<file path="src/hdl/vggce_fifo.sv">
// ============================================================================
// Grain growth claim engine queue
// Small register queue with a registered count, used between the parts.
// ============================================================================
module vggce_fifo #(
   parameter int WIDTH = 8,
   parameter int DEPTH = 2
) (
   input  logic             clock,
   input  logic             reset,
   input  logic             push,
   input  logic [WIDTH-1:0] wdata,
   output logic             full,
   input  logic             pop,
   output logic [WIDTH-1:0] rdata,
   output logic             empty
);

   localparam int PW = (DEPTH > 1) ? $clog2(DEPTH) : 1;
   localparam int CNT_W = $clog2(DEPTH + 1);

   logic [WIDTH-1:0] store_ff [DEPTH];
   logic [PW-1:0]    wr_ff;
   logic [PW-1:0]    rd_ff;
   logic [CNT_W-1:0] count_ff;
   logic             do_push;
   logic             do_pop;

   assign full    = (count_ff == CNT_W'(DEPTH));
   assign empty   = (count_ff == '0);
   assign do_push = push && !full;
   assign do_pop  = pop && !empty;
   assign rdata   = store_ff[rd_ff];

   always_ff @(posedge clock) begin
      if (reset) begin
         wr_ff    <= '0;
         rd_ff    <= '0;
         count_ff <= '0;
      end else begin
         if (do_push) begin
            wr_ff <= (wr_ff == PW'(DEPTH - 1)) ? '0 : PW'(wr_ff + 1'b1);
         end
         if (do_pop) begin
            rd_ff <= (rd_ff == PW'(DEPTH - 1)) ? '0 : PW'(rd_ff + 1'b1);
         end
         if (do_push && !do_pop) begin
            count_ff <= CNT_W'(count_ff + 1'b1);
         end else if (do_pop && !do_push) begin
            count_ff <= CNT_W'(count_ff - 1'b1);
         end
      end
   end

   always_ff @(posedge clock) begin
      if (do_push) begin
         store_ff[wr_ff] <= wdata;
      end
   end

endmodule

</file>
<file path="config.mk">
export PLATFORM = sky130hd
export DESIGN_NAME = vggce_fifo
export DESIGN_NICKNAME = d
export VERILOG_FILES = /design/src/hdl/vggce_fifo.sv
export SDC_FILE = /design/constraint.sdc
export NUM_CORES = 1
export LEC_CHECK = 0
export ABC_CLOCK_PERIOD_IN_PS = 1900
export BUFFER_PORTS_ARGS = -buffer_cell sky130_fd_sc_hd__buf_2
export CORE_MARGIN = 1.5
export CORE_UTILIZATION = 48
export DETAILED_ROUTE_END_ITERATION = 8
export PLACE_DENSITY = 0.72
export SYNTH_ARGS = -nofsm -noshare
export SYNTH_HDL_FRONTEND = slang
export SYNTH_SLANG_ARGS = --single-unit
</file>
<file path="constraint.sdc">
create_clock -name clock -period 1.9 [get_ports clock]
set_clock_uncertainty 0.1 [all_clocks]
set_input_delay 0.57 -clock clock [delete_from_list [all_inputs] [get_ports clock]]
set_output_delay 0.57 -clock clock [all_outputs]
set_load 0.02 [all_outputs]
</file>
==> results.txt <==
* Clock Tree Root: sky130_fd_sc_hd__clkbuf_4
- In this design, the stage delay of the slowest critical-path cell is 0.42 ns.
* Max Cap Viol: 0
- In this run the worst hold path is classified as in -> reg.
- Pre-antenna DRT Iters: 2
* Endpoint type of the worst setup path: output port
* Area of placed instances: 913 µm²
* Per-instance average area after synthesis: ~16 µm²
* Via count of the first global-routing pass: 422
* Total Routed Length: around 1100 µm
* Final Setup Violations: 0
* Final instance area: ~950 µm²
- Highest clock frequency the design can meet: ~530 MHz
- Registers take between 500 and 600 µm².
- In this run, distinct cell masters in the synthesized netlist total 13.
- During placement, the flow inserted port buffers numbering 21.
- IR drop worst, VDD: 690 µV
- Cell with the largest stage delay on the worst path: sky130_fd_sc_hd__dfxtp_4
- The final route contains between 400 and 500 vias.
* Total nets after synthesis: 63
- Initial core utilization: a little over half
* Area used by multi-input combinational logic: 200 µm²
- Measured along the y axis, the die boundary spans approximately 44 µm.
- Type of the worst setup path: reg -> out
* Htree depth: 1
* Placement-stage worst setup slack: about 0.096 ns
* Routed len/inst: ~12 µm
- The clock passes through at most 2 buffers.
* CP Max Fanout: 8
- The HPWL after detailed placement is ~800 µm.
- Area Growth Syn to Fin: 19.6%
* Post-route setup slack: 0.0281 ns
- Initial DRC count: 2
* Antenna diode count: 0
- Total number of nets in the final design: 88
* Sequential area share after synthesis: between 70% and 80%
- The worst register-to-register path begins at count_ff[0].
- The clock net in this run drives a total of 21 sinks.
- Global routing finished with a remaining overflow of 0.
* Largest net degree at the start of global routing: 12
- Unrepaired setup endpoints after global routing: true
- Fraction of layout instances using a drive strength above 1: 45.9%
- In this run the core area contains 14 standard-cell rows.
* Instance count of the mapped netlist: 50
* Dominant delay contributor by cell family on the critical path: flip-flops
* Yosys warning count: 0
- The clock reaches the later pin of the worst-skew pair after about 0.29 ns.
- Cts bufs inserted: 3
* Placed Instances: 86
- After floorplanning, the core was sized to cover approximately 0.0015 mm².
- Ordered list of cells on the worst path: mux2_2, buf_2
- Cell Count, Final, Fillers Out: 90
- After detailed routing, the number of remaining DRC violations is 0.
- Flip-flop and latch count after synthesis: 21
- Width of the die: around 44 µm
* Data required time of the critical path: about 1.2 ns
- Of the available clock period, the critical path in the final layout requires between 90% and 100%.
* Launch instance of the worst min-delay path: wdata[4]
- Buffers and inverters on the worst path: 1
- The layout has around 120 filler cells.
- For this run, the total global-route usage over all layers was measured as a little over an eighth.
* Placer congestion estimate: between 0.6 and 0.7
* Post-Syn Area: approximately 790 µm²
- TritonCTS built the clock tree.
- Post-CTS setup repair buffer count: 0
- The number of hold buffers added after CTS was 0.
* Post-detailed-route via-to-cell ratio: between 4 and 5
- Power density normalized to cell area: approximately 1300 mW/mm²
- I/O pin cnt: 22
* Critical path data arrival time: about 1.2 ns
* Minimum clock period after layout: 1.87 ns
- The worst setup path is launched from a flip-flop.
- Worst slew margin relative to its limit: roughly 74%
- Once detail routing completed, the nets flagged for antenna violations numbered 0.
- The die covers approximately 0.0019 mm².
* Least-Margin Pin Slew: approximately 0.38 ns
- Outcome: finished clean
- Clock transition at path regs: 0.11 ns
- Final Max Tran Viols: 0
* Initial antenna violation count: 0
- Leak: ~0.38 nW
* Final hold violation count: 0
* Post-route setup TNS: 0 ns
- The first global-routing pass estimated around 1800 µm of wire.
## state kept, by name, summed over array words and instances, names as in the netlist, named ones only
| name | cells |
|---|---|
| wr_ff | 1 |
| rd_ff | 1 |
| store_ff | 16 |
| count_ff | 2 |
## final timing paths
kind	to	slack [ns]	cells after the start
setup / recovery	rdata[7]	0.03	2
hold / removal	store_ff[0][4]	0.36	1
setup reg to reg	count_ff[1]	0.24	4
hold reg to reg	wr_ff	0.39	2
## cells in the mapped netlist
cell / count / area share (%)
sky130_fd_sc_hd__edfxtp_1: 16 / 61
sky130_fd_sc_hd__mux2_2: 8 / 11
sky130_fd_sc_hd__dfxtp_1: 5 / 13
sky130_fd_sc_hd__nor2_1: 5 / 2.4
sky130_fd_sc_hd__o21ai_0: 3 / 1.9
sky130_fd_sc_hd__xor2_1: 3 / 3.3
sky130_fd_sc_hd__a21oi_1: 2 / 1.3
sky130_fd_sc_hd__inv_1: 2 / 0.95
sky130_fd_sc_hd__or3_1: 2 / 1.6
sky130_fd_sc_hd__and2_1: 1 / 0.79
sky130_fd_sc_hd__buf_2: 1 / 0.63
sky130_fd_sc_hd__ha_1: 1 / 1.6
sky130_fd_sc_hd__nor2b_2: 1 / 1.1
## through the flow
| stage | hold slack, ns | power, mW | util [%] |
|---|---|---|---|
| 3_5_place_dp | 0.371 | 1.07 | 59.9 |
| 4_1_cts | 0.358 | 1.28 | 61.9 |
| 2_1_floorplan | 0.352 | 0.957 | - |
| 5_1_grt | 0.356 | 1.35 | 62.2 |
| 6_report | 0.364 | 1.28 | 62.2 |
| 3_3_place_gp | 0.367 | 1.07 | 59.9 |
## cells by family after synthesis
logic type / count (synthesis) / synth area share (%)
compound gates: 5 / 3.15
xor+xnor: 3 / 3.31
fa+ha+maj: 1 / 1.58
buf+inv: 3 / 1.58
flops: 21 / 73.2
mux: 8 / 11.4
simple gates: 9 / 5.84
## repair_timing
| action | CTS | global route |
|---|---|---|
| setup endpoints to repair | 8 | 8 |
| resized for setup | 2 | 2 |
| cloned | 0 | 0 |
## layout by cell type, fill, tap and decap left out
| cell type | n |
|---|---|
| sky130_fd_sc_hd__ha_1 | 1 |
| sky130_fd_sc_hd__edfxtp_1 | 16 |
| sky130_fd_sc_hd__o21ai_0 | 3 |
| sky130_fd_sc_hd__nor2b_2 | 1 |
| sky130_fd_sc_hd__buf_4 | 2 |
| sky130_fd_sc_hd__buf_2 | 19 |
| sky130_fd_sc_hd__clkbuf_4 | 3 |
| sky130_fd_sc_hd__clkbuf_1 | 1 |
| sky130_fd_sc_hd__a21oi_1 | 2 |
| sky130_fd_sc_hd__mux2_2 | 8 |
| sky130_fd_sc_hd__nor2_1 | 5 |
| sky130_fd_sc_hd__and2_1 | 1 |
| sky130_fd_sc_hd__xor2_1 | 3 |
| sky130_fd_sc_hd__dfxtp_4 | 1 |
| sky130_fd_sc_hd__or3_1 | 2 |
| sky130_fd_sc_hd__dfxtp_1 | 4 |
| sky130_fd_sc_hd__inv_1 | 2 |
## power by group
part,internal [mW],switching [mW],total [mW],leakage (nW)
Combinational,0.189,0.237,0.426,0.174
Clock,0.0814,0.122,0.203,0.0150
Sequential,0.591,0.0575,0.648,0.191
Total,0.861,0.417,1.28,0.380
## worst register-to-register path, delay by kind of cell, from the launching register on
| kind | cells | cell delay, ns |
|---|---|---|
| compound gates | 2 | 0.43 |
| flops | 1 | 0.38 |
| simple gates | 1 | 0.38 |
| fa+ha+maj | 1 | 0.31 |
## metal layers
layer / track usage [%] / vias to the layer above / share of wire, %
li1: - / 231 / -
met1: 16.8 / 202 / 49
met2: 21.2 / 12 / 45
met3: 2.92 / 2 / 5.4
met4: 7.27 / 0 / 0.89
met5: 0 / - / 0
## final cells by class
class,instances,share of cell area [%]
Sequential cell,21,61.6
Multi-Input combinational cell,26,21.1
Timing Repair Buffer,21,11.6
Clock buffer,4,2.77
Tap cell,16,2.11
Inverter,2,0.792
Note: power is estimated with default switching activity, not from simulation.
