===== src/hdl/vggce_pkg.sv =====
// ============================================================================
// Grain growth claim engine package
// Shared transaction types, action codes, register indexes and hash constants.
// ============================================================================
package vggce_pkg;

   typedef enum logic [2:0] {
      ACT_WRITE  = 3'd0,
      ACT_READ   = 3'd1,
      ACT_LOAD   = 3'd2,
      ACT_CLAIM  = 3'd3,
      ACT_APPLY  = 3'd4,
      ACT_CLEAR  = 3'd5,
      ACT_FILL   = 3'd6,
      ACT_UNUSED = 3'd7
   } action_type;

   localparam logic [1:0] CSR_RNG_SEED    = 2'd0;
   localparam logic [1:0] CSR_WRAP_EDGES  = 2'd1;
   localparam logic [1:0] CSR_EDGE_LENGTH = 2'd2;

   localparam logic [1:0] OFF_MINUS = 2'd0;
   localparam logic [1:0] OFF_ZERO  = 2'd1;
   localparam logic [1:0] OFF_PLUS  = 2'd2;

   localparam logic [4:0] SLOT_CENTRE = 5'd13;
   localparam logic [4:0] SLOT_LAST   = 5'd26;
   localparam logic [4:0] SLOT_DONE   = 5'd27;

   localparam logic [48:0] PROB_ONE   = 49'h1_0000_0000_0000;
   localparam logic [48:0] PROB_FLOOR = 49'd282;

   localparam logic [63:0] HASH_C1 = 64'h9e3779b97f4a7c15;
   localparam logic [63:0] HASH_C2 = 64'h517cc1b727220a95;
   localparam logic [63:0] HASH_C3 = 64'hbf58476d1ce4e5b9;
   localparam logic [63:0] HASH_C4 = 64'h94d049bb133111eb;

   typedef struct packed {
      logic [30:0] rng_seed;
      logic        wrap_edges;
   } cfg_type;

   typedef struct packed {
      action_type  action;
      logic        in_grid;
      logic [4:0]  cell_x;
      logic [4:0]  cell_y;
      logic [4:0]  cell_z;
      logic [15:0] grain_value;
      logic [4:0]  prob_slot;
      logic [48:0] prob_value;
      logic [31:0] iteration;
   } item_type;

   typedef struct packed {
      logic        kind;
      logic [4:0]  out_x;
      logic [4:0]  out_y;
      logic [4:0]  out_z;
      logic        keep_active;
      logic [15:0] grain_read;
      logic        last;
   } rsp_type;

endpackage


===== src/hdl/vggce_fifo.sv =====
// ============================================================================
// Grain growth claim engine queue
// Small register queue with a registered count, used between the parts.
// ============================================================================
module vggce_fifo #(
   parameter int WIDTH = 8,
   parameter int DEPTH = 2
) (
   input  logic             clock,
   input  logic             reset,
   input  logic             push,
   input  logic [WIDTH-1:0] wdata,
   output logic             full,
   input  logic             pop,
   output logic [WIDTH-1:0] rdata,
   output logic             empty
);

   localparam int PW = (DEPTH > 1) ? $clog2(DEPTH) : 1;
   localparam int CNT_W = $clog2(DEPTH + 1);

   logic [WIDTH-1:0] store_ff [DEPTH];
   logic [PW-1:0]    wr_ff;
   logic [PW-1:0]    rd_ff;
   logic [CNT_W-1:0] count_ff;
   logic             do_push;
   logic             do_pop;

   assign full    = (count_ff == CNT_W'(DEPTH));
   assign empty   = (count_ff == '0);
   assign do_push = push && !full;
   assign do_pop  = pop && !empty;
   assign rdata   = store_ff[rd_ff];

   always_ff @(posedge clock) begin
      if (reset) begin
         wr_ff    <= '0;
         rd_ff    <= '0;
         count_ff <= '0;
      end else begin
         if (do_push) begin
            wr_ff <= (wr_ff == PW'(DEPTH - 1)) ? '0 : PW'(wr_ff + 1'b1);
         end
         if (do_pop) begin
            rd_ff <= (rd_ff == PW'(DEPTH - 1)) ? '0 : PW'(rd_ff + 1'b1);
         end
         if (do_push && !do_pop) begin
            count_ff <= CNT_W'(count_ff + 1'b1);
         end else if (do_pop && !do_push) begin
            count_ff <= CNT_W'(count_ff - 1'b1);
         end
      end
   end

   always_ff @(posedge clock) begin
      if (do_push) begin
         store_ff[wr_ff] <= wdata;
      end
   end

endmodule


===== src/hdl/vggce_front.sv =====
// ============================================================================
// Grain growth claim engine front end
// Accepts request transactions, classifies them and queues them.
// ============================================================================
module vggce_front
   import vggce_pkg::*;
#(
   parameter int GRID_EDGE = 32
) (
   input  logic                             clock,
   input  logic                             reset,
   input  logic                             req_push,
   output logic                             req_full,
   input  logic [2:0]                       req_action,
   input  logic [4:0]                       req_cell_x,
   input  logic [4:0]                       req_cell_y,
   input  logic [4:0]                       req_cell_z,
   input  logic [15:0]                      req_grain_value,
   input  logic [4:0]                       req_prob_slot,
   input  logic [48:0]                      req_prob_value,
   input  logic [31:0]                      req_iteration,
   input  logic                             hold,
   input  logic [$clog2(GRID_EDGE+1)-1:0]   edge_n,
   input  logic                             q_pop,
   output logic                             q_empty,
   output item_type                         q_item
);

   localparam int NW = $clog2(GRID_EDGE + 1);
   localparam int CMP_W = (NW > 5) ? NW : 5;

   item_type                    item;
   logic                        q_full;
   logic [$bits(item_type)-1:0] q_rdata;

   always_comb begin
      item.action      = action_type'(req_action);
      item.in_grid     = (CMP_W'(req_cell_x) < CMP_W'(edge_n)) &&
                         (CMP_W'(req_cell_y) < CMP_W'(edge_n)) &&
                         (CMP_W'(req_cell_z) < CMP_W'(edge_n));
      item.cell_x      = req_cell_x;
      item.cell_y      = req_cell_y;
      item.cell_z      = req_cell_z;
      item.grain_value = req_grain_value;
      item.prob_slot   = req_prob_slot;
      item.prob_value  = req_prob_value;
      item.iteration   = req_iteration;
   end

   assign req_full = q_full || hold;

   vggce_fifo #(
      .WIDTH($bits(item_type)),
      .DEPTH(2)
   ) u_queue (
      .clock(clock),
      .reset(reset),
      .push (req_push && !req_full),
      .wdata(item),
      .full (q_full),
      .pop  (q_pop),
      .rdata(q_rdata),
      .empty(q_empty)
   );

   assign q_item = item_type'(q_rdata);

endmodule


===== config.mk =====
export PLATFORM = sky130hd
export DESIGN_NAME = vggce_front
export DESIGN_NICKNAME = d
export VERILOG_FILES = /design/src/hdl/vggce_pkg.sv /design/src/hdl/vggce_fifo.sv /design/src/hdl/vggce_front.sv
export SDC_FILE = /design/constraint.sdc
export NUM_CORES = 1
export LEC_CHECK = 0
export ABC_AREA = 1
export BUFFER_PORTS_ARGS = -buffer_cell sky130_fd_sc_hd__buf_2
export CAP_MARGIN = 20
export CORE_UTILIZATION = 56
export DETAILED_ROUTE_END_ITERATION = 7
export PLACE_DENSITY = 0.85
export SYNTH_ARGS = -nofsm -noshare
export SYNTH_HDL_FRONTEND = slang
export SYNTH_SLANG_ARGS = --single-unit

===== constraint.sdc =====
create_clock -name clock -period 11.1 [get_ports clock]
set_clock_uncertainty 0.2 [all_clocks]
set_input_delay 2.22 -clock clock [delete_from_list [all_inputs] [get_ports clock]]
set_output_delay 2.22 -clock clock [all_outputs]
set_load 0.02 [all_outputs]

==> out/results.tsv, run 1 <==
stage	metric	value	unit
status	outcome	completed	
global_route	antenna_violations_before_repair	7	
sta	worstMarginPinSlew	897	ps
global_route	overall_routing_resource_usage	0.204	
min_path	worst_hold_path_type	reg2reg	
global_route	grt_pass1_vias	5307	
route	drt_drc_violations_left	0	
setup_path	worst_setup_path_end_kind	primary output	
min_path	hold_path_depth	2	
global_route	grt_pass1_wl	27200	microns
finish	final_cell_utilization_of_the_core	0.723	
synthesis	yosys_synthesis_warning_count	0	
synthesis	ys_flop_type	sky130_fd_sc_hd__edfxtp_1	
synthesis	edff_count_synth	242	
synthesis	synthTopCellsByCount	sky130_fd_sc_hd__edfxtp_1, sky130_fd_sc_hd__mux2_2, sky130_fd_sc_hd__nand2_1, sky130_fd_sc_hd__inv_1, sky130_fd_sc_hd__ha_1	
clock_network	root_buffer	sky130_fd_sc_hd__clkbuf_16	
placed_design	place_congestion	0.830	
power	power.density	204	mW/mm^2
finish	layout.nets	888	
synthesis	synth_most_common_cell	sky130_fd_sc_hd__edfxtp_1	
route	ant_nets	0	
floorplanning	fp.dieW	131	microns
synthesis	synth_top_area_cell	sky130_fd_sc_hd__edfxtp_1	
global_route	globalRoute.totalOverflow	0	
sta	finalCriticalPeriod	5200	ps
placed_design	place.port_buffers	253	
clock_network	htreeDepth	1	
synthesis	synth_area	0.00934	sq mm
route	drt_iter0_drc	268	
power	leakage_component_of_the_power	0.00442	uW
sta	relSlewSlack	0.402	
setup_path	crit_path_start_kind	flip-flop	
floorplanning	core_area	0.0161	sq mm
floorplanning	fp-row-count	46	
setup_path	crit_fanout	64	
clock_network	worstSkewPairLatency	510	ps
setup_path	r2r_cells	6	
synthesis	synth_seq_cells	247	
finish	filler_cell_count	980	
power	max-vdd-ir-drop	167	uV
setup_path	worstPathArrival	2780	ps
synthesis	synth_area_per_cell	19.7	sq um
floorplanning	boundaryPins	254	
clock_network	cts_resized	0	
global_route	grt_start_max_net_pins	69	
placed_design	area_after_dpl	0.0108	sq mm
synthesis	netlist_instances	473	
clock_network	cts_buffer_depth	3	
sta	fin_setup_tns	0	ps
clock_network	cts_hold_buf	0	
finish	drive_above_1_share	0.547	
sta	max_freq	192	MHz
setup_path	timing_worst_setup_path_type	reg2out	
clock_network	cts_buffers	24	
job	maxCapViolCount	0	
finish	layout-area-overhead-vs-synth	24.2	%
floorplanning	start_util	0.582	
floorplanning	die-area	0.0172	sq mm
route	routed-via-count	5131	
route	drtPass1Iterations	4	
clock_network	numClockSinks	247	
route	drt-wirelength-per-cell	18.2	microns
synthesis	synthTopCellsByArea	sky130_fd_sc_hd__edfxtp_1, sky130_fd_sc_hd__mux2_2, sky130_fd_sc_hd__ha_1	
sta	finalHoldViolCount	0	
floorplanning	die_h	131	microns
synthesis	mapped_nets	617	
sta	rsz_0062_raised_after_global_routing	false	
synthesis	async_reset_ff_frac	0	
sta	timing.final.crit_share	0.468	
sta	finalSetupViolCount	0	
clock_network	clkSlewWorstSetupHoldPaths	60	ps
synthesis	netlist.area_leader.share	0.778	
clock_network	cts_tree	done	
finish	stdcell_area	0.0116	sq mm
clock_network	postCtsSetupBuffers	0	
sta	drv_slew	0	
route	wirelength	17900	microns
setup_path	critPathRequiredTime	8680	ps
route	drt-vias-per-instance	5.21	
placed_design	dp_hpwl	11900	microns
sta	hold_slack	294	ps
synthesis	synth_seq_area_share	0.789	
synthesis	post_synth_num_cell_types	17	
routing by layer:
metal	GRT usage	vias to the layer above	wire (microns)
li1	-	2367	-
met1	0.225	2501	6500
met2	0.364	214	9450
met3	0.0556	45	1460
met4	0.0928	4	507
met5	0	-	21
power breakdown:
group	total, uW	internal [uW]	switching (uW)
Sequential	1130	1100	35.4
Clock	789	468	321
Combinational	443	183	260
Total	2360	1750	616
cells by family after synthesis:
| group | share of synthesized area |
|---|---|
| buf+inv | 0.0217 |
| simple gates | 0.0194 |
| compound gates | 0.00697 |
| mux | 0.146 |
| fa+ha+maj | 0.0174 |
| flops | 0.789 |
final timing paths:
path                                    start                                end  slack, ps
max                                 flip-flop                         q_item[33]       5900
min                u_queue.rd_ff$_SDFFE_PP0P_                          flip-flop        290
max reg2reg  u_queue.count_ff[0]$_SDFFE_PP0P_  u_queue.store_ff[1][40]$_DFFE_PP_       8050
min reg2reg        u_queue.rd_ff$_SDFFE_PP0P_                          flip-flop        290
critical path, cell delays in order, from the launching register on:
cell and delay, ps:
sky130_fd_sc_hd__dfxtp_4 840, sky130_fd_sc_hd__buf_4 760, sky130_fd_sc_hd__mux2_2 430, sky130_fd_sc_hd__buf_2 160
state kept, by name (all words and copies together) (netlist names), named ones only:
signal,count
u_queue.count_ff,2
u_queue.rd_ff,1
u_queue.store_ff,242
u_queue.wr_ff,1
final cells by class:
class                           instances  area [sq um]  area share
Clock buffer                           29           619      0.0534
Sequential cell                       247          7370       0.635
Tap cell                              216           270      0.0233
Multi-Input combinational cell        192          1790       0.154
Inverter                               21          78.8     0.00679
Timing Repair Buffer                  258          1300       0.112
Clock inverter                         15           158      0.0136
Antenna cell                            6          15.0     0.00129
cell usage in the layout (no fill, tap or decap), drive strengths merged, types with 5 or more instances in the layout:
cell type	n
ha	13
diode	6
clkinv	11
dfxtp	5
nand2	32
a21oi	8
inv	21
mux2	121
clkbuf	29
edfxtp	242
nor2	10
buf	258
stage by stage:
stage / worst slack, ps / instances / power [uW]
final: 5900 / 984 / 2360
after global routing: 5760 / 983 / 2440
after CTS: 5860 / 978 / 2380
after detailed placement: 6100 / 934 / 1590
after global placement: 6100 / 934 / 1580
after floorplan: 2820 / 473 / 1460
Power figures use the tool's default switching activity.
==> inputs of run 2 (changes only) <==
--- a/config.mk
+++ b/config.mk
@@ -8,9 +8,9 @@
 export ABC_AREA = 1
 export BUFFER_PORTS_ARGS = -buffer_cell sky130_fd_sc_hd__buf_2
 export CAP_MARGIN = 20
-export CORE_UTILIZATION = 56
+export CORE_UTILIZATION = 47
 export DETAILED_ROUTE_END_ITERATION = 7
-export PLACE_DENSITY = 0.85
+export PLACE_DENSITY = 0.77
 export SYNTH_ARGS = -nofsm -noshare
 export SYNTH_HDL_FRONTEND = slang
 export SYNTH_SLANG_ARGS = --single-unit
==> constraint.sdc (replaced) <==
create_clock -name clock -period 4.7 [get_ports clock]
set_clock_uncertainty 0.2 [all_clocks]
set_input_delay 0.94 -clock clock [delete_from_list [all_inputs] [get_ports clock]]
set_output_delay 0.94 -clock clock [all_outputs]
set_load 0.02 [all_outputs]
==> run 2 against run 1 <==
Combinational power grew 140%; final cell count grew 4.6%; utilization shrank 12 points; largest cell class unchanged; worst setup slack lost 4800 ps.
==> out/results.tsv, run 2 (synthesis gave the netlist of run 1 again) <==
stage	metric	value	unit	change
clock_network	htreeDepth	1		unchanged
sta	finalCriticalPeriod	3570	ps	
placed_design	area_after_dpl	0.0109	sq mm	+0.87%
sta	rsz_0062_raised_after_global_routing	false		
finish	top_regs	u_queue.store_ff (242), u_queue.count_ff (2)		
clock_network	cts_resized	0		unchanged
finish	multi_input_comb_area	0.00179	sq mm	unchanged
setup_path	crit_fanout	64		unchanged
status	outcome	completed		
setup_path	critPathRequiredTime	3560	ps	-5120 ps
clock_network	worstSkewPairLatency	500	ps	about the same
sta	finalSetupViolCount	0		unchanged
setup_path	critPathBufInv	2		unchanged
finish	layout-area-overhead-vs-synth	25.3	%	
setup_path	max_stage_delay	830	ps	about the same
finish	layout.nets	890		+0.23%
floorplanning	die-area	0.0204	sq mm	+19%
finish	final_cell_mix	sky130_fd_sc_hd__buf_2, sky130_fd_sc_hd__edfxtp_1, sky130_fd_sc_hd__mux2_2		
global_route	overall_routing_resource_usage	0.170		-0.0335
route	wirelength	17700	microns	-1.2%
finish	drive_above_1_share	0.548		+0.00119
setup_path	crit_path_max_delay_cell_type	sky130_fd_sc_hd__dfxtp_4		
global_route	grt_pass1_vias	5329		+0.41%
finish	top_register	u_queue.store_ff		
global_route	antenna_violations_before_repair	0		-7
placed_design	place.port_buffers	253		unchanged
setup_path	worstPathArrival	2430	ps	-350 ps
route	drt_iter0_drc	161		-40%
finish	filler_cell_count	1441		+47%
placed_design	dp_hpwl	11800	microns	-0.79%
clock_network	cts_buffers	25		+4.2%
power	leakage_component_of_the_power	0.00444	uW	+0.51%
setup_path	crit_path_start_kind	flip-flop		
power	power.total	5630	uW	+140%
sta	drv_slew	0		unchanged
power	power.density	481	mW/mm^2	+140%
floorplanning	boundaryPins	254		unchanged
route	routed-via-count	5011		-2.3%
global_route	grt_start_max_net_pins	65		-5.8%
clock_network	numClockSinks	247		unchanged
floorplanning	fp-row-count	51		+11%
setup_path	timing_worst_setup_path_type	reg2out		
finish	largest_register_ffs	242		unchanged
power	max-vdd-ir-drop	267	uV	+60%
floorplanning	die_h	143	microns	+9.0%
setup_path	critical_path.reg2reg.startpoint	u_queue.count_ff[0]$_SDFFE_PP0P_		
global_route	globalRoute.totalOverflow	0		unchanged
route	ant_nets	0		unchanged
route	drtPass1Iterations	4		unchanged
min_path	hold_start	u_queue.rd_ff$_SDFFE_PP0P_		
setup_path	worst_setup_path_end_kind	primary output		
floorplanning	core_area	0.0195	sq mm	+21%
setup_path	crit_path_cell_trace	buf_12 -> mux2_2 -> buf_2		
min_path	worst_hold_path_type	reg2reg		
route	drt-vias-per-instance	4.87		-6.6%
clock_network	root_buffer	sky130_fd_sc_hd__clkbuf_16		
clock_network	cts_tree	done		
finish	mostFrequentLayoutCell	sky130_fd_sc_hd__buf_2		
finish	ff_latch_area	0.00737	sq mm	unchanged
placed_design	place_congestion	0.720		-13%
route	drt_drc_violations_left	0		unchanged
sta	timing.final.crit_share	0.760		
clock_network	clkSlewWorstSetupHoldPaths	60	ps	about the same
clock_network	postCtsSetupBuffers	0		unchanged
clock_network	cts_hold_buf	0		unchanged
floorplanning	fp.dieW	143	microns	+9.0%
sta	relSlewSlack	0.413		+0.0109
route	drt-wirelength-per-cell	17.2	microns	-5.5%
global_route	grt_pass1_wl	26700	microns	-1.8%
sta	finalHoldViolCount	0		unchanged
setup_path	gate_family_responsible_for_the_most_delay_along_the_worst_path	flip-flops		
floorplanning	start_util	0.480		-0.102
finish	n_antenna_cell	0		-6
sta	worstMarginPinSlew	881	ps	-16.4 ps
job	maxCapViolCount	0		unchanged
finish	stdcell_area	0.0117	sq mm	+0.91%
sta	max_freq	280	MHz	
clock_network	cts_buffer_depth	3		unchanged
## run 2: power breakdown
group	switching (uW)	internal [uW]
registers	84.1	2580
logic	608	440
clock network	770	1140
total	1460	4170
## run 2: area by class of cell
class                           count  share of cell area
Timing Repair Buffer              259               0.114
Tap cell                          265              0.0283
Clock inverter                      9             0.00908
Sequential cell                   247               0.630
Multi-Input combinational cell    192               0.153
Inverter                           21             0.00673
Clock buffer                       36              0.0595
## run 2: per-stage QoR
stage / setup WS (ps) / cells / setup TNS, ps / hold WS, ps / util
3_3_place_gp: 1690 / 984 / 0 / 268 / 0.560
4_1_cts: 1110 / 1029 / 0 / 276 / 0.602
3_5_place_dp: 1670 / 984 / 0 / 268 / 0.560
5_1_grt: 1010 / 1029 / 0 / 302 / 0.602
6_report: 1130 / 1029 / 0 / 269 / 0.602
2_1_floorplan: -271 / 473 / -63400 / 256 / -
## run 2: final timing paths
check	to	slack, ps	cells after the start
worst max-delay path	q_item[117]	1130	3
worst min-delay path	flip-flop	270	2
worst max register to register	u_queue.store_ff[0][71]$_DFFE_PP_	2280	5
worst min register to register	flip-flop	270	2
## run 2: per-layer routing
| layer | up-vias | track usage | part of all wire |
|---|---|---|---|
| met5 | - | 0 | 0 |
| met4 | 0 | 0.0555 | 0.022 |
| met3 | 31 | 0.0429 | 0.073 |
| met2 | 178 | 0.305 | 0.52 |
| met1 | 2446 | 0.198 | 0.38 |
| li1 | 2356 | - | - |
## run 2: tightest hold or removal path, cell delays in order, from the launching register on
cell	delay, ps
sky130_fd_sc_hd__dfxtp_1	310
sky130_fd_sc_hd__nand2_1	80
sky130_fd_sc_hd__a21oi_1	60
==> inputs of run 3 (changes only) <==
--- a/config.mk
+++ b/config.mk
@@ -8,9 +8,9 @@
 export ABC_AREA = 1
 export BUFFER_PORTS_ARGS = -buffer_cell sky130_fd_sc_hd__buf_2
 export CAP_MARGIN = 20
-export CORE_UTILIZATION = 47
+export CORE_UTILIZATION = 52
 export DETAILED_ROUTE_END_ITERATION = 7
-export PLACE_DENSITY = 0.77
+export PLACE_DENSITY = 0.8
 export SYNTH_ARGS = -nofsm -noshare
 export SYNTH_HDL_FRONTEND = slang
 export SYNTH_SLANG_ARGS = --single-unit
==> constraint.sdc (replaced) <==
create_clock -name clock -period 3.4 [get_ports clock]
set_clock_uncertainty 0.2 [all_clocks]
set_input_delay 0.68 -clock clock [delete_from_list [all_inputs] [get_ports clock]]
set_output_delay 0.68 -clock clock [all_outputs]
set_load 0.02 [all_outputs]
==> run 3 against run 2 <==
Worst setup slack got worse by 850 ps; design area fell by 0.46%; global-route usage up 1.8 points; critical path depth stayed put; combinational power increased by 41%; count of clock-buffer cells in the layout fell by 3; register-to-register slack lost 1200 ps; non-clock buffer count rose by 1; hold slack got worse by 120 ps; highest routed layer is now met5.
==> out/results.tsv, run 3 (synthesis gave the netlist of run 1 again) <==
stage	metric	value	unit	change
setup_path	worst_setup_path_end_kind	primary output		
global_route	grt_pass1_vias	5324		-0.094%
finish	filler_cell_count	1213		-16%
route	drt_iter0_drc	214		+33%
sta	worstMarginPinSlew	697	ps	-184 ps
global_route	grt_start_max_net_pins	99		+52%
finish	ff_latch_area	0.00737	sq mm	unchanged
setup_path	timing.rr.end	u_queue.store_ff[0][73]$_DFFE_PP_		
route	wirelength	17800	microns	+0.56%
sta	hold_slack	151	ps	-119 ps
setup_path	timing_worst_setup_path_type	reg2out		
power	power.density	660	mW/mm^2	+37%
clock_network	cts_tree	done		
clock_network	clkSlewWorstSetupHoldPaths	60	ps	about the same
floorplanning	boundaryPins	254		unchanged
finish	top_register	u_queue.store_ff		
floorplanning	fp-row-count	48		-5.9%
route	drtPass1Iterations	4		unchanged
global_route	antenna_violations_before_repair	3		+3
global_route	overall_routing_resource_usage	0.188		+0.0176
clock_network	htreeDepth	1		unchanged
status	outcome	completed		
setup_path	critPathRequiredTime	2520	ps	-1040 ps
power	leakage_component_of_the_power	0.00443	uW	-0.19%
min_path	timing.hold.worst_endpoint	u_queue.store_ff[1][12]$_DFFE_PP_		
clock_network	cts_buffers	26		+4.0%
route	ant_nets	0		unchanged
finish	multi_input_comb_area	0.00179	sq mm	unchanged
job	maxCapViolCount	0		unchanged
placed_design	dp_hpwl	11900	microns	+0.62%
clock_network	postCtsSetupBuffers	0		unchanged
min_path	hold_path_depth	1		-1
setup_path	r2r_cells	5		unchanged
placed_design	placed_cells_incl_taps	945		-4.0%
sta	fin_setup_tns	0	ps	unchanged
floorplanning	die-area	0.0185	sq mm	-9.5%
min_path	hold_start	req_iteration[12]		
placed_design	place_congestion	0.802		+11%
setup_path	crit_fanout	42		-34%
route	drt-vias-per-instance	5.13		+5.3%
floorplanning	die_h	136	microns	-4.9%
finish	mostFrequentLayoutCell	sky130_fd_sc_hd__buf_2		
clock_network	cts_buffer_depth	3		unchanged
sta	post-route-worst-setup-slack	280	ps	-847 ps
power	max-vdd-ir-drop	525	uV	+97%
global_route	grt_pass1_wl	26500	microns	-0.82%
clock_network	cts_hold_buf	0		unchanged
sta	timing.final.crit_share	0.918		
min_path	worst_hold_path_type	in2reg		
sta	finalHoldViolCount	0		unchanged
finish	top_regs	u_queue.store_ff (242), u_queue.count_ff (2)		
sta	finalSetupViolCount	0		unchanged
setup_path	critical_path.reg2reg.startpoint	u_queue.count_ff[0]$_SDFFE_PP0P_		
finish	final_cell_count_no_fill	994		-3.4%
sta	drv_slew	0		unchanged
sta	relSlewSlack	0.535		+0.123
finish	largest_register_ffs	242		unchanged
global_route	globalRoute.totalOverflow	0		unchanged
placed_design	place.port_buffers	253		unchanged
finish	layout-area-overhead-vs-synth	24.8	%	
setup_path	reg_to_reg_setup_timing_slack	1130	ps	-1150 ps
finish	layout.nets	892		+0.22%
sta	rsz_0062_raised_after_global_routing	false		
setup_path	crit_path_start_kind	flip-flop		
finish	drive_above_1_share	0.544		-0.00404
route	drt_drc_violations_left	0		unchanged
clock_network	worstSkewPairLatency	520	ps	+20 ps
sta	finalCriticalPeriod	3120	ps	
floorplanning	fp.dieW	136	microns	-4.9%
route	drt-wirelength-per-cell	17.9	microns	+4.1%
floorplanning	core_area	0.0174	sq mm	-11%
route	routed-via-count	5096		+1.7%
floorplanning	start_util	0.536		+0.0564
clock_network	root_buffer	sky130_fd_sc_hd__clkbuf_16		
finish	final_cell_mix	sky130_fd_sc_hd__buf_2, sky130_fd_sc_hd__edfxtp_1, sky130_fd_sc_hd__mux2_2		
sta	max_freq	321	MHz	
clock_network	cts_resized	0		unchanged
setup_path	worstPathArrival	2240	ps	-190 ps
clock_network	numClockSinks	247		unchanged
placed_design	place_worst_setup_slack	794	ps	-871 ps
-- run 3: changes by cell type in the layout (fill, tap and decap cells not counted), sizes merged --
cell    change
bufinv      -1
diode       +3
buf         +1
clkinv      +5
clkbuf      -3
-- run 3: how the worst max path moves through the flow --
stage	startpoint	endpoint	slack, ps	cells after the start
global route	flip-flop	q_item[52]	170	3
detailed placement	flip-flop	q_item[0]	790	3
CTS	flip-flop	q_item[0]	240	3
global placement	flip-flop	q_item[19]	820	3
finish	flip-flop	q_item[52]	280	3
floorplan	hold	u_queue.store_ff[1][0]$_DFFE_PP_	-1310	3
-- run 3: critical path: stages (launching register included) --
cell	delay (ps)
sky130_fd_sc_hd__dfxtp_4	730
sky130_fd_sc_hd__buf_4	410
sky130_fd_sc_hd__mux2_2	390
sky130_fd_sc_hd__buf_2	160
-- run 3: area by class of cell --
type	instances	share of cell area
antenna	3	0.000644
clock buffer	33	0.0581
clock inverter	13	0.00816
inverter	21	0.00676
multi-input combinational	192	0.153
sequential	247	0.632
tap	225	0.0242
timing repair buffer	260	0.116
-- run 3: stage by stage --
step | power, uW | instance area [sq um] | utilization
2_1_floorplan | 4760 | 9350 | -
3_3_place_gp | 5170 | 10900 | 0.624
3_5_place_dp | 5230 | 10900 | 0.624
4_1_cts | 7770 | 11600 | 0.669
5_1_grt | 7980 | 11700 | 0.669
6_report | 7690 | 11700 | 0.669
-- run 3: report_power, final --
| part | switching [uW] | internal, uW |
|---|---|---|
| Sequential | 101 | 3570 |
| Combinational | 867 | 614 |
| Clock | 1060 | 1480 |
-- run 3: routing by layer --
metal,track usage,up-vias,share of wire
li1,-,2372,-
met1,0.213,2488,0.38
met2,0.338,199,0.52
met3,0.0455,35,0.078
met4,0.0772,2,0.027
met5,0,-,0.00056
